[config.mk]
export PLATFORM = sky130hd
export DESIGN_NAME = open_addressing_hash_table
export DESIGN_NICKNAME = d
export VERILOG_FILES = /design/src/rtl/core/oaht_pkg.sv /design/src/rtl/core/oaht_div.sv /design/src/rtl/core/oaht_seq.sv /design/src/rtl/core/oaht_dp.sv /design/src/rtl/core/open_addressing_hash_table.sv
export SDC_FILE = /design/constraint.sdc
export NUM_CORES = 1
export LEC_CHECK = 0
export ABC_CLOCK_PERIOD_IN_PS = 17900
export BUFFER_PORTS_ARGS = -buffer_cell sky130_fd_sc_hd__buf_2
export CAP_MARGIN = 20
export CORE_ASPECT_RATIO = 1.4
export CORE_UTILIZATION = 30
export DETAILED_ROUTE_END_ITERATION = 7
export PLACE_DENSITY_LB_ADDON = 0.1
export SYNTH_ARGS = -nofsm -noshare
export SYNTH_HDL_FRONTEND = slang
export SYNTH_SLANG_ARGS = --single-unit
[constraint.sdc]
create_clock -name clk -period 17.9 [get_ports clk]
set_input_delay 3.58 -clock clk [delete_from_list [all_inputs] [get_ports clk]]
set_output_delay 3.58 -clock clk [all_outputs]
set_load 0.02 [all_outputs]
[src/rtl/core/oaht_pkg.sv]
// Shared types, codes and the control store of the open-addressing hash table.
// Holds the microcode program read by oaht_seq and the control structs passed
// to oaht_dp. Depends on nothing.
package oaht_pkg;

  localparam int KEY_W     = 32;
  localparam int VAL_W     = 32;
  localparam int MODE_W    = 2;
  localparam int STAT_W    = 2;
  localparam int SLOT_W    = 4;
  localparam int SIZE_W    = 5;
  localparam int MAX_SIZE  = (1 << SIZE_W) - 1;
  localparam int DIV_BITS  = 4;
  localparam int DIV_STEPS = KEY_W / DIV_BITS;
  localparam int PC_W      = 4;

  localparam logic [SIZE_W-1:0] SIZE_RESET = 5'd16;

  // Request modes; any other code is treated as a search
  localparam logic [MODE_W-1:0] MODE_INS_LIN  = 2'd0;
  localparam logic [MODE_W-1:0] MODE_INS_QUAD = 2'd1;
  localparam logic [MODE_W-1:0] MODE_SEARCH   = 2'd2;

  // Result status codes
  localparam logic [STAT_W-1:0] ST_INSERTED = 2'd0;
  localparam logic [STAT_W-1:0] ST_FULL     = 2'd1;
  localparam logic [STAT_W-1:0] ST_FOUND    = 2'd2;
  localparam logic [STAT_W-1:0] ST_MISSING  = 2'd3;

  typedef logic [PC_W-1:0] pc_t;

  // Microprogram addresses
  localparam pc_t PC_IDLE = 4'd0;
  localparam pc_t PC_DIV  = 4'd1;
  localparam pc_t PC_HOME = 4'd2;
  localparam pc_t PC_READ = 4'd3;
  localparam pc_t PC_TEST = 4'd4;
  localparam pc_t PC_MISS = 4'd5;
  localparam pc_t PC_FAIL = 4'd6;
  localparam pc_t PC_HIT  = 4'd7;
  localparam pc_t PC_OUT  = 4'd8;

  // Branch conditions tested by the sequencer
  typedef enum logic [2:0] {
    C_ALWAYS,
    C_IN_VALID,
    C_DIV_LAST,
    C_HIT,
    C_LAST,
    C_OUT_BUSY
  } cond_t;

  // Datapath operations, one bit each
  typedef struct packed {
    logic accept;
    logic div_step;
    logic load_home;
    logic mem_read;
    logic advance;
    logic set_fail;
    logic set_hit;
    logic out_load;
  } ctrl_t;

  // Status returned from the datapath to the sequencer
  typedef struct packed {
    logic div_last;
    logic hit;
    logic last;
    logic out_busy;
  } flags_t;

  // One control word: branch on cond to t_true, else to t_false
  typedef struct packed {
    cond_t cond;
    pc_t   t_true;
    pc_t   t_false;
    ctrl_t ops;
  } uword_t;

  // Control store
  function automatic uword_t ucode_word(input pc_t pc);
    uword_t w;
    w         = '0;
    w.cond    = C_ALWAYS;
    w.t_true  = PC_IDLE;
    w.t_false = PC_IDLE;
    case (pc)
      PC_IDLE: begin
        w.cond = C_IN_VALID; w.t_true = PC_DIV; w.t_false = PC_IDLE;
        w.ops.accept = 1'b1;
      end
      PC_DIV: begin
        w.cond = C_DIV_LAST; w.t_true = PC_HOME; w.t_false = PC_DIV;
        w.ops.div_step = 1'b1;
      end
      PC_HOME: begin
        w.t_true = PC_READ; w.t_false = PC_READ;
        w.ops.load_home = 1'b1;
      end
      PC_READ: begin
        w.t_true = PC_TEST; w.t_false = PC_TEST;
        w.ops.mem_read = 1'b1;
      end
      PC_TEST: begin
        w.cond = C_HIT; w.t_true = PC_HIT; w.t_false = PC_MISS;
      end
      PC_MISS: begin
        w.cond = C_LAST; w.t_true = PC_FAIL; w.t_false = PC_READ;
        w.ops.advance = 1'b1;
      end
      PC_FAIL: begin
        w.t_true = PC_OUT; w.t_false = PC_OUT;
        w.ops.set_fail = 1'b1;
      end
      PC_HIT: begin
        w.t_true = PC_OUT; w.t_false = PC_OUT;
        w.ops.set_hit = 1'b1;
      end
      PC_OUT: begin
        w.cond = C_OUT_BUSY; w.t_true = PC_OUT; w.t_false = PC_IDLE;
        w.ops.out_load = 1'b1;
      end
      default: begin
        w.t_true = PC_IDLE; w.t_false = PC_IDLE;
      end
    endcase
    return w;
  endfunction

endpackage

[src/rtl/core/oaht_div.sv]
// Remainder unit: key mod table size, four quotient digits per cycle while step is high.
// Runs under the sequencer's div_step control. Depends on oaht_pkg.
module oaht_div (
  input  logic                          clk,
  input  logic                          rst_n,
  input  logic                          start,
  input  logic                          step,
  input  logic [oaht_pkg::KEY_W-1:0]    key,
  input  logic [oaht_pkg::SIZE_W-1:0]   size,
  output logic [oaht_pkg::SIZE_W-1:0]   rem,
  output logic                          last
);

  localparam int CW = $clog2(oaht_pkg::DIV_STEPS);

  logic [oaht_pkg::KEY_W-1:0]  sh_r;
  logic [oaht_pkg::SIZE_W-1:0] rem_r;
  logic [oaht_pkg::SIZE_W-1:0] rem_nxt;
  logic [CW-1:0]               cnt_r;

  // Shift in the next digits, restoring subtract after each bit
  always_comb begin
    logic [oaht_pkg::SIZE_W:0]   t;
    logic [oaht_pkg::SIZE_W-1:0] r;
    r = rem_r;
    for (int k = 0; k < oaht_pkg::DIV_BITS; k++) begin
      t = {r, sh_r[oaht_pkg::KEY_W-1-k]};
      if (t >= {1'b0, size}) begin
        t = t - {1'b0, size};
      end
      r = t[oaht_pkg::SIZE_W-1:0];
    end
    rem_nxt = r;
  end

  // Digit counter
  always_ff @(posedge clk) begin
    if (!rst_n) begin
      cnt_r <= '0;
    end else if (start) begin
      cnt_r <= '0;
    end else if (step) begin
      cnt_r <= cnt_r + 1'b1;
    end
  end

  // Dividend shifter and partial remainder
  always_ff @(posedge clk) begin
    if (start) begin
      sh_r  <= key;
      rem_r <= '0;
    end else if (step) begin
      sh_r  <= sh_r << oaht_pkg::DIV_BITS;
      rem_r <= rem_nxt;
    end
  end

  assign rem  = rem_r;
  assign last = (cnt_r == CW'(oaht_pkg::DIV_STEPS - 1));

endmodule

[src/rtl/core/oaht_seq.sv]
// Microcode sequencer: step counter, control store lookup and branch select.
// Drives the datapath through ctrl_t. Depends on oaht_pkg.
module oaht_seq (
  input  logic             clk,
  input  logic             rst_n,
  input  logic             in_valid,
  input  oaht_pkg::flags_t flags,
  output oaht_pkg::ctrl_t  ctrl
);

  oaht_pkg::pc_t    pc_r;
  oaht_pkg::pc_t    pc_nxt;
  oaht_pkg::uword_t word;
  logic             cond_true;

  assign word = oaht_pkg::ucode_word(pc_r);

  // Select the branch condition
  always_comb begin
    case (word.cond)
      oaht_pkg::C_ALWAYS:   cond_true = 1'b1;
      oaht_pkg::C_IN_VALID: cond_true = in_valid;
      oaht_pkg::C_DIV_LAST: cond_true = flags.div_last;
      oaht_pkg::C_HIT:      cond_true = flags.hit;
      oaht_pkg::C_LAST:     cond_true = flags.last;
      oaht_pkg::C_OUT_BUSY: cond_true = flags.out_busy;
      default:              cond_true = 1'b0;
    endcase
    pc_nxt = cond_true ? word.t_true : word.t_false;
  end

  // Advance the step counter
  always_ff @(posedge clk) begin
    if (!rst_n) begin
      pc_r <= oaht_pkg::PC_IDLE;
    end else begin
      pc_r <= pc_nxt;
    end
  end

  assign ctrl = word.ops;

endmodule

[src/rtl/core/oaht_dp.sv]
// Datapath: request and size registers, probe arithmetic, slot storage and
// the result and output registers. Uses oaht_div; depends on oaht_pkg.
module oaht_dp #(
  parameter int ENTRIES = 16
) (
  input  logic                          clk,
  input  logic                          rst_n,
  input  oaht_pkg::ctrl_t               ctrl,
  input  logic                          in_valid,
  input  logic [oaht_pkg::MODE_W-1:0]   in_mode,
  input  logic [oaht_pkg::KEY_W-1:0]    in_key,
  input  logic [oaht_pkg::VAL_W-1:0]    in_value,
  input  logic                          cfg_valid,
  input  logic [oaht_pkg::SIZE_W-1:0]   cfg_data,
  input  logic                          out_ready,
  output oaht_pkg::flags_t              flags,
  output logic                          out_valid,
  output logic [oaht_pkg::STAT_W-1:0]   out_status,
  output logic [oaht_pkg::SLOT_W-1:0]   out_slot,
  output logic [oaht_pkg::VAL_W-1:0]    out_value
);

  // Slots at or above the largest programmable size are never reached
  localparam int DEPTH = (ENTRIES < oaht_pkg::MAX_SIZE) ? ENTRIES : oaht_pkg::MAX_SIZE;
  localparam int AW    = $clog2(DEPTH);
  localparam int SW    = oaht_pkg::SIZE_W;

  logic [SW-1:0]                size_cfg_r;
  logic [SW-1:0]                size;
  logic [oaht_pkg::MODE_W-1:0]  mode_r;
  logic [oaht_pkg::KEY_W-1:0]   key_r;
  logic [oaht_pkg::VAL_W-1:0]   val_r;
  logic [SW-1:0]                p_r;
  logic [SW-1:0]                d_r;
  logic [SW-1:0]                i_r;
  logic [SW-1:0]                p_nxt;
  logic [SW-1:0]                d_nxt;
  logic [SW-1:0]                rem;
  logic                         div_last;
  logic [AW-1:0]                idx;
  logic                         is_ins;
  logic                         is_quad;
  logic                         cap;
  logic                         out_busy;
  logic                         out_load;
  logic [DEPTH-1:0]             used_r;
  logic [oaht_pkg::KEY_W-1:0]   keys_mem [DEPTH];
  logic [oaht_pkg::VAL_W-1:0]   vals_mem [DEPTH];
  logic [oaht_pkg::KEY_W-1:0]   key_rd_r;
  logic [oaht_pkg::VAL_W-1:0]   val_rd_r;
  logic [oaht_pkg::STAT_W-1:0]  res_status_r;
  logic [oaht_pkg::SLOT_W-1:0]  res_slot_r;
  logic [oaht_pkg::VAL_W-1:0]   res_val_r;
  logic                         out_valid_r;
  logic [oaht_pkg::STAT_W-1:0]  out_status_r;
  logic [oaht_pkg::SLOT_W-1:0]  out_slot_r;
  logic [oaht_pkg::VAL_W-1:0]   out_val_r;

  assign cap      = ctrl.accept && in_valid;
  assign is_ins   = (mode_r == oaht_pkg::MODE_INS_LIN) || (mode_r == oaht_pkg::MODE_INS_QUAD);
  assign is_quad  = (mode_r == oaht_pkg::MODE_INS_QUAD);
  assign idx      = p_r[AW-1:0];
  assign out_busy = out_valid_r && !out_ready;
  assign out_load = ctrl.out_load && !out_busy;

  // Size register; the user must write it only while the sequencer idles, the block does not enforce this
  always_ff @(posedge clk) begin
    if (!rst_n) begin
      size_cfg_r <= oaht_pkg::SIZE_RESET;
    end else if (cfg_valid) begin
      size_cfg_r <= cfg_data;
    end
  end

  // Clamp the programmed size to 1 .. DEPTH
  always_comb begin
    if (size_cfg_r == '0) begin
      size = SW'(1);
    end else if (size_cfg_r > SW'(DEPTH)) begin
      size = SW'(DEPTH);
    end else begin
      size = size_cfg_r;
    end
  end

  // Capture the request transaction
  always_ff @(posedge clk) begin
    if (cap) begin
      mode_r <= in_mode;
      key_r  <= in_key;
      val_r  <= in_value;
    end
  end

  // The divider loads the key in the accept cycle, straight from the port
  oaht_div u_div (
    .clk   (clk),
    .rst_n (rst_n),
    .start (cap),
    .step  (ctrl.div_step),
    .key   (in_key),
    .size  (size),
    .rem   (rem),
    .last  (div_last)
  );

  assign flags.div_last = div_last;

  // Next probe: p + d and (d + 2) for quadratic steps, both mod size
  always_comb begin
    logic [SW:0] ps;
    logic [SW:0] ds;
    ps = {1'b0, p_r} + {1'b0, d_r};
    if (ps >= {1'b0, size}) begin
      ps = ps - {1'b0, size};
    end
    p_nxt = ps[SW-1:0];
    ds = {1'b0, d_r} + (SW+1)'(2);
    if (ds >= {1'b0, size}) begin
      ds = ds - {1'b0, size};
    end
    if (ds >= {1'b0, size}) begin
      ds = ds - {1'b0, size};
    end
    d_nxt = is_quad ? ds[SW-1:0] : d_r;
  end

  // Probe position, step and probe count
  always_ff @(posedge clk) begin
    if (ctrl.load_home) begin
      p_r <= rem;
      d_r <= (size == SW'(1)) ? SW'(0) : SW'(1);
      i_r <= '0;
    end else if (ctrl.advance) begin
      p_r <= p_nxt;
      d_r <= d_nxt;
      i_r <= i_r + 1'b1;
    end
  end

  assign flags.last     = (i_r == size - 1'b1);
  assign flags.hit      = is_ins ? !used_r[idx] : (used_r[idx] && (key_rd_r == key_r));
  assign flags.out_busy = out_busy;

  // Slot storage: registered read, write on an insert hit
  always_ff @(posedge clk) begin
    if (ctrl.mem_read) begin
      key_rd_r <= keys_mem[idx];
      val_rd_r <= vals_mem[idx];
    end
    if (ctrl.set_hit && is_ins) begin
      keys_mem[idx] <= key_r;
      vals_mem[idx] <= val_r;
    end
  end

  // Occupied marks
  always_ff @(posedge clk) begin
    if (!rst_n) begin
      used_r <= '0;
    end else if (ctrl.set_hit && is_ins) begin
      used_r[idx] <= 1'b1;
    end
  end

  // Record the outcome of the probe walk
  always_ff @(posedge clk) begin
    if (ctrl.set_fail) begin
      res_status_r <= is_ins ? oaht_pkg::ST_FULL : oaht_pkg::ST_MISSING;
      res_slot_r   <= '0;
      res_val_r    <= '0;
    end else if (ctrl.set_hit) begin
      res_status_r <= is_ins ? oaht_pkg::ST_INSERTED : oaht_pkg::ST_FOUND;
      res_slot_r   <= p_r[oaht_pkg::SLOT_W-1:0];
      res_val_r    <= is_ins ? '0 : val_rd_r;
    end
  end

  // Output register: hold while the receiver stalls
  always_ff @(posedge clk) begin
    if (!rst_n) begin
      out_valid_r <= 1'b0;
    end else if (out_load) begin
      out_valid_r <= 1'b1;
    end else if (out_ready) begin
      out_valid_r <= 1'b0;
    end
  end

  always_ff @(posedge clk) begin
    if (out_load) begin
      out_status_r <= res_status_r;
      out_slot_r   <= res_slot_r;
      out_val_r    <= res_val_r;
    end
  end

  assign out_valid  = out_valid_r;
  assign out_status = out_status_r;
  assign out_slot   = out_slot_r;
  assign out_value  = out_val_r;

  // An insert only ever claims an empty slot
  a_ins_empty: assert property (@(posedge clk) disable iff (!rst_n)
    (ctrl.set_hit && is_ins) |-> !used_r[idx])
    else $error("insert claimed an occupied slot");

  // Occupied marks change only on an insert hit
  a_used_hold: assert property (@(posedge clk) disable iff (!rst_n)
    !(ctrl.set_hit && is_ins) |=> (used_r == $past(used_r)))
    else $error("occupied marks changed without an insert");

  // A pending result leaves only when taken
  a_out_drop: assert property (@(posedge clk) disable iff (!rst_n)
    $fell(out_valid_r) |-> $past(out_ready))
    else $error("result dropped before it was taken");

endmodule

[src/rtl/core/open_addressing_hash_table.sv]
// Open-addressing hash table, top level: stream channels and port packing.
// Instantiates oaht_seq and oaht_dp; depends on oaht_pkg.
//
// Usage:
//   in_*  : one request transaction, mode in in_tuser, key and value in in_tdata.
//   out_* : one result transaction per request, status in out_tuser, slot and
//           found value in out_tdata.
//   cfg_* : writes table_size (1..16 in use, 0 counts as 1); write it only
//           while no request is in flight. cfg_ready is always high.
// Timing: a request is taken in the sequencer's idle step, then the home slot
//   (key mod size) comes from a remainder unit that retires four key bits per
//   cycle. Each probe walks the memory read, test and, on a miss, advance
//   steps on the single-port slot store. A request that ends its probe walk
//   records its outcome in a hit or fail step and then loads the output
//   register. One request is in work at a time.
// Reset: all slots empty, table_size = 16, no result pending.
// Stall: a finished result waits in the output register; the sequencer holds
//   in its output step until that register is free, and accepts the next
//   request right after handing the result over.
module open_addressing_hash_table #(
  parameter int ENTRIES = 16
) (
  input  logic        clk,
  input  logic        rst_n,
  // request channel
  input  logic        in_tvalid,
  output logic        in_tready,
  input  logic [63:0] in_tdata,   // [31:0] key, [63:32] value
  input  logic [1:0]  in_tuser,   // [1:0] mode
  // result channel
  output logic        out_tvalid,
  input  logic        out_tready,
  output logic [39:0] out_tdata,  // [3:0] slot, [35:4] found_value, [39:36] zero
  output logic [1:0]  out_tuser,  // [1:0] status
  // configuration channel
  input  logic        cfg_valid,
  output logic        cfg_ready,
  input  logic [4:0]  cfg_data    // [4:0] table_size
);

  oaht_pkg::ctrl_t                ctrl;
  oaht_pkg::flags_t               flags;
  logic [oaht_pkg::STAT_W-1:0]    status;
  logic [oaht_pkg::SLOT_W-1:0]    slot;
  logic [oaht_pkg::VAL_W-1:0]     found_value;

  assign cfg_ready = 1'b1;
  assign in_tready = ctrl.accept;

  oaht_seq u_seq (
    .clk      (clk),
    .rst_n    (rst_n),
    .in_valid (in_tvalid),
    .flags    (flags),
    .ctrl     (ctrl)
  );

  oaht_dp #(
    .ENTRIES (ENTRIES)
  ) u_dp (
    .clk        (clk),
    .rst_n      (rst_n),
    .ctrl       (ctrl),
    .in_valid   (in_tvalid),
    .in_mode    (in_tuser),
    .in_key     (in_tdata[31:0]),
    .in_value   (in_tdata[63:32]),
    .cfg_valid  (cfg_valid),
    .cfg_data   (cfg_data),
    .out_ready  (out_tready),
    .flags      (flags),
    .out_valid  (out_tvalid),
    .out_status (status),
    .out_slot   (slot),
    .out_value  (found_value)
  );

  // Pack the result transaction
  assign out_tdata = {4'b0000, found_value, slot};
  assign out_tuser = status;

endmodule
# Yosys cells after proc, flatten, opt, wreduce, memory -nomap -nowiden
# Memories as Yosys holds them, arrays and structs flattened. A register that Yosys moved wholly into a read port is not among the register bits.
# Index checks and enable logic that the tools add are counted.
# W data, S select, Z words.
[op_classes]
addsub = 12
magnitude_cmp = 10
eq_ne = 18
n_mux = 43
bitwise_logic = 2
reduce_logical = 22
[op_table]
columns = ["op", "count"]
rows = [
  ["$mux W32", 3],
  ["$mux W5", 13],
  ["$pmux W8 S8", 1],
  ["$ge A6 B5 Y1", 7],
  ["$eq A32 B32 Y1", 1],
  ["$sub A5 B5 Y5", 6],
  ["$eq A4 B3 Y1 const B", 4],
  ["$mux W1", 16],
  ["$or A16 B16 Y16", 1],
  ["$pmux W3 S5", 1],
  ["$reduce_bool A2 Y1", 5],
  ["$eq A3 B3 Y1 const B", 3],
  ["$eq A4 B2 Y1 const B", 2],
  ["$mux W2", 4],
  ["$add A5 B2 Y6 const B", 1],
  ["$add A5 B5 Y6", 1],
  ["$eq A3 B2 Y1 const B", 2],
  ["$logic_and A1 B1 Y1", 6],
  ["$mux W6", 1],
  ["$pmux W1 S6", 1],
  ["$sub A6 B5 Y6", 1],
  ["$add A5 B1 Y5 const B", 1],
  ["$eq A5 B1 Y1 const B", 1],
  ["$eq A5 B5 Y1", 1],
  ["21 further kinds", 24],
]
[word_totals]
register_bits = 223
ramBits = 1024
in_bits = 76
out_inout_bits = 45
wordCells = 128
mem_count = 2
[memory_table]
columns = ["name", "words", "width", "read_ports", "rd_clocked_by_memory_dff", "write_ports", "line_no", "rtl"]
rows = [
  ["u_dp.keys_mem", 16, 32, 1, 1, 1, "oaht_dp.sv:47", "logic [oaht_pkg::KEY_W-1:0] keys_mem [DEPTH];"],
  ["u_dp.vals_mem", 16, 32, 1, 1, 1, "oaht_dp.sv:48", "logic [oaht_pkg::VAL_W-1:0] vals_mem [DEPTH];"],
]

# Depth between registers and ports, before layout
[depth]
ltp_word = 11
mapped_depth = 34
mapped_depth_nobuf = 31

# Hierarchy
# From an unflattened synthesis, not the netlist that was laid out.
[hier_totals]
hier_cells = 2283
area_unflattened_um2 = 50692.4
[by_module_without_submodules]
columns = ["module", "n_inst", "cells_per_inst", "area_per_inst_um2", "seq_area_each_um2"]
rows = [
  ["oaht_dp", 1, 2013, 47685.7, 37415.9],
  ["oaht_div", 1, 222, 2661.3, 1121.1],
  ["oaht_seq", 1, 41, 300.3, 80.1],
  ["open_addressing_hash_table", 1, 7, 45.0, 0.0],
]

# Worst setup path before layout
# No wires, ideal clock.
[synth_timing]
path_type = "register -> register"
start = "register u_dp.size_cfg_r[3]"
end = "register u_dp.u_div.rem_r, in the netlist u_dp.u_div.rem[0]"
setup_ps = 69
arrival_time_ps = 7085
t_required_ps = 17831
setup_slack_ps = 10746
path_stages_with_launch = 34
path_buffers = 3
period_less_slack_ps = 7154
path_cell_list = "dfxtp_1 > clkbuf_1 > nor3_1 > nor2_1 > nor2_1 > ha_1 > inv_1 > fa_1 > a211oi_1 > o21ai_0 > o21ai_0 > inv_1 > ha_1 > a31o_2 > a221oi_1 > and2_1 > clkbuf_1 > mux2i_1 > ha_1 > nor2b_1 > o21ai_1 > nand3b_1 > a21o_1 > or3_1 > clkbuf_1 > mux2i_1 > fa_1 > a21o_1 > a21oi_1 > nand2_1 > a21oi_1 > o211ai_2 > mux2_1 > o21ai_1"
[synth_between]
elab_chain_len = 11
elab_cells_between_ends = 16
cone_classes = "add/sub: 4; order compare: 5; mux: 6; reduce/logical: 1"
[synth_lines]
columns = ["item", "line_no", "rtl"]
rows = [
  ["from (decl)", "oaht_dp.sv:28", "logic [SW-1:0] size_cfg_r;"],
  ["from (signal assigned)", "oaht_dp.sv:69", "size_cfg_r <= oaht_pkg::SIZE_RESET;"],
  ["from (signal assigned)", "oaht_dp.sv:71", "size_cfg_r <= cfg_data;"],
  ["$gt A5 B5 Y1", "oaht_dp.sv:79", "end else if (size_cfg_r > SW'(DEPTH)) begin"],
  ["$mux W5", "oaht_dp.sv:79", ""],
  ["$mux W5 *", "oaht_dp.sv:77", "if (size_cfg_r == '0) begin"],
  ["$sub A5 B5 Y5 or $ge A6 B5 Y1 (tied branches)", "oaht_div.sv:29, oaht_div.sv:28", ""],
  ["$mux W5", "oaht_div.sv:28", "if (t >= {1'b0, size}) begin"],
  ["$sub A5 B5 Y5 or $ge A6 B5 Y1 (tied branches)", "oaht_div.sv:29, oaht_div.sv:28", ""],
  ["$mux W5", "oaht_div.sv:28", ""],
  ["$sub A5 B5 Y5 or $ge A6 B5 Y1 (tied branches)", "oaht_div.sv:29, oaht_div.sv:28", ""],
  ["$mux W5", "oaht_div.sv:28", ""],
  ["$ge A6 B5 Y1", "oaht_div.sv:28", ""],
  ["$mux W5 *", "oaht_div.sv:28", ""],
  ["to (signal assigned)", "oaht_div.sv:54", "rem_r <= rem_nxt;"],
  ["to (decl)", "oaht_div.sv:17", "logic [oaht_pkg::SIZE_W-1:0] rem_r;"],
]
# Mark *: on every way between the ends. The rest lies on a longest branch, timed or not.
# A chain may end at the register's enable or synchronous reset.

# Worst setup path after layout
[layout_timing]
start = "register u_dp.size_cfg_r[4]"
end = "register u_dp.u_div.rem_r, in the netlist u_dp.u_div.rem[0]"
# The elaborated chain is that of the path after synthesis.

==> reports/qor.yml <==
timing:
  skew_ns: 0.0206
  slew_violations: 0
  period_needed_ns: 8.10
  setup_viol: 0
  timing.hold.ws_ns: 0.428
  final.period_utilization_pct: 45.3
  finalHoldViolations: 0
  max_slew.worst_pin.slew_ns: 1.04
  fmax_mhz: 123
  max-slew-margin-rel_pct: 30.2
  fin_setup_tns_ns: 0
  setup_slack_ns: 9.80
  rsz0062_at_grt: "no"
clock_tree:
  cts_hold_buffers: 0
  cts_resized: 0
  numCtsBuffers: 140
  cts_tree: "done"
  clockBufferDepth: 3
  clockRootBuffer: "clkbuf_16"
  post_cts_buffers: 0
  clock_latency_ns: 0.75
  path_clk_slew_ns: 0.06
  clock_sinks: 1311
  htreeDepth: 4
cells_and_area:
  area_growth_pct: 15.8
  nNetsFinal: 2724
  mostFrequentLayoutCells: "1,236 x edfxtp_1, 325 x mux4_2, 190 x nand2_1"
  drive_gt1_share_pct: 26.9
  layout_commonest_cell: "edfxtp_1"
place:
  dp_hpwl_microns: 70700
  io_buffers: 115
  gp_congestion: 0.743
  dpl_worst_slack_ns: 9.78
drt:
  drc_errors: 0
  avgRoutedWirePerCell_microns: 27.5
  drtIter0Drc: 1951
  routed-via-count: 24000
  vias_per_cell: 4.87
  ant_nets: 0
  dr.pass1.iters: 5
  finalWirelength_microns: 136000
die:
  ioPinCount: 121
  start_util_pct: 30.3
  die_area_sq_um: 170000
  rows: 177
  die_x_microns: 348
  design.core.area_sq_um: 167000
  die_h_microns: 487
yosys:
  yosys.cell_types.count: 59
  syn_inst: 2386
  ys_warn_count: 0
  async_reset_ff_share_pct: 0
  synth_area_leaders: "edfxtp_1 74%, mux4_2 15%, dfxtp_1 3.0%"
  yosysTopAreaCellShare_pct: 73.6
  synth_edf_count: 1236
  ys_ff_latch: 1311
  avgSynthCellArea_sq_um: 21.1
  synth_area_sq_um: 50400
  yosys.area.top_type: "edfxtp_1"
  ys.flop_type: "edfxtp_1"
  synth-seq-area-share_pct: 76.6
grt:
  grt_usage_pct: 16.3
  grt_pass1_wl_microns: 196000
  antenna_found_initial: 11
  grt_max_degree: 121
  grt_pass1_vias: 26300
  overflow: 0
setup_path:
  worstPathMaxFanout: 14
  crit_type: "reg2reg"
  required_ns: 18.59
  start_kind: "flop"
  end_kind: "flop"
  crit_arrival_ns: 8.79
pwr:
  p_comb_share_pct: 8.4
  p_sw_w: 0.00158
  power_w: 0.00688
  seq_power_share_pct: 50.3
  leakagePower_nw: 19.0
  vdd_ir_drop_max_uv: 138
  p_clk_share_pct: 41.3
  cellPowerDensity_nw_per_um2: 118
  p_int_w: 0.00530
  p_sw_share_pct: 23.0
flow_run:
  max_cap_viol_count: 0
hold_path:
  min_path_type: "reg2reg"
status:
  status: "finished, final reports clean"
per-stage QoR:
step | util (%) | std cells | area [sq um]
2_1_floorplan | - | 2389 | 50400
3_3_place_gp | 32.4 | 4689 | 54000
3_5_place_dp | 32.4 | 4689 | 54000
4_1_cts | 35.1 | 4935 | 58400
5_1_grt | 35.1 | 4936 | 58400
6_report | 35.1 | 4937 | 58400
kinds of logic (layout without fill, tap and decap cells):
family / count (synthesis) / after routing / synth area share [%]
adder cells (fa/ha/maj): 54 / 54 / 1.46
flip-flops: 1311 / 1311 / 76.6
AND/OR/NAND/NOR: 354 / 354 / 3.18
other: 2 / 7 / 0.0149
AO/OA/AOI/OAI: 105 / 105 / 1.40
multiplexers: 356 / 356 / 15.2
buffers and inverters: 143 / 452 / 1.13
XOR/XNOR: 61 / 61 / 1.06
power by group through the flow:
stage	registers [W]	logic [W]	clock network [W]
floorplan	0.00350	0.000444	0
CTS	0.00346	0.000572	0.00294
global placement	0.00352	0.000538	0
finish	0.00346	0.000575	0.00284
detailed placement	0.00353	0.000570	0
global route	0.00347	0.000629	0.00303
layer usage:
metal,track usage (%),share of wire [%],vias up
met5,0,0,-
met4,4.08,1.8,0
met3,2.59,3.6,167
met2,27.7,50,526
met1,21.7,44,13200
li1,-,-,10200
worst max-delay path: stages (launching register included):
cell and delay [ns]:
dfxtp_1 0.36, inv_1 0.40, nand2_1 0.59, fa_1 0.64
a211oi_1 0.35, o21ai_0 0.22, o21ai_0 0.50, inv_1 0.11
ha_1 0.34, a31o_2 0.22, a221oi_1 0.29, and2_1 0.29
mux2i_1 0.31, ha_1 0.33, nor2b_1 0.15, o21ai_1 0.15
nand3b_1 0.10, a21o_1 0.19, or3_1 0.48, mux2i_1 0.33
ha_1 0.33, a21o_1 0.20, a21oi_1 0.23, nand2_1 0.10
a21oi_1 0.18, o211ai_2 0.19, mux2_1 0.35, o21ai_1 0.10
cell type report:
cell class | count | area (sq um)
tap | 2237 | 2800
timing repair buffer | 177 | 1070
clock inverter | 51 | 495
sequential | 1311 | 38600
antenna | 2 | 5.00
inverter | 29 | 114
fill | 15600 | 108000
multi-input combinational | 935 | 11400
clock buffer | 195 | 3930
final timing paths:
check | startpoint | cells after the start | slack (ns) | end
worst min register to register | u_dp.res_val_r[24]$_SDFFE_PP0N_ | 0 | 0.43 | u_dp.out_value[24]$_DFFE_PP_
worst min-delay path | u_dp.res_val_r[24]$_SDFFE_PP0N_ | 0 | 0.43 | u_dp.out_value[24]$_DFFE_PP_
worst max register to register | u_dp.size_cfg_r[4]$_SDFFE_PN1P_ | 27 | 9.80 | u_dp.u_div.rem[0]$_SDFFE_PP0P_
worst max-delay path | u_dp.size_cfg_r[4]$_SDFFE_PN1P_ | 27 | 9.80 | u_dp.u_div.rem[0]$_SDFFE_PP0P_
sequential cells by signal, summed over array words and instances, names as in the netlist, 4 cells and up:
signal,count
u_dp.i_r,5
u_dp.u_div.sh_r,32
u_seq.pc_r,4
u_dp.val_r,32
u_dp.size_cfg_r,5
u_dp.out_value,32
u_dp.p_r,5
u_dp.val_rd_r,32
u_dp.vals_mem,512
u_dp.res_val_r,32
u_dp.out_slot,4
u_dp.keys_mem,512
u_dp.key_r,32
u_dp.u_div.rem,5
u_dp.key_rd_r,32
u_dp.used_r,16
u_dp.d_r,5
u_dp.res_slot_r,4
synth_stat cells, types with 3 or more instances:
| cell | count |
|---|---|
| mux4_2 | 325 |
| clkbuf_1 | 78 |
| mux2_1 | 3 |
| nor4_1 | 6 |
| o31ai_1 | 3 |
| xor2_1 | 25 |
| o211ai_1 | 3 |
| o21ai_1 | 8 |
| edfxtp_1 | 1236 |
| and3_1 | 9 |
| buf_4 | 5 |
| buf_1 | 29 |
| and2_1 | 4 |
| o21a_1 | 21 |
| mux2i_1 | 22 |
| nor2_1 | 34 |
| fa_1 | 8 |
| a221oi_1 | 3 |
| ha_1 | 46 |
| a211oi_1 | 4 |
| nor2b_1 | 15 |
| nand2b_1 | 5 |
| nand2_1 | 191 |
| nand3_1 | 54 |
| a21oi_1 | 21 |
| a21o_1 | 16 |
| or3_1 | 4 |
| mux2_2 | 6 |
| o21ai_0 | 13 |
| nand4_1 | 10 |
| dfxtp_1 | 75 |
| inv_1 | 28 |
| nor3_1 | 11 |
| xnor2_1 | 36 |
No activity file was read; power rests on OpenSTA's default activity.
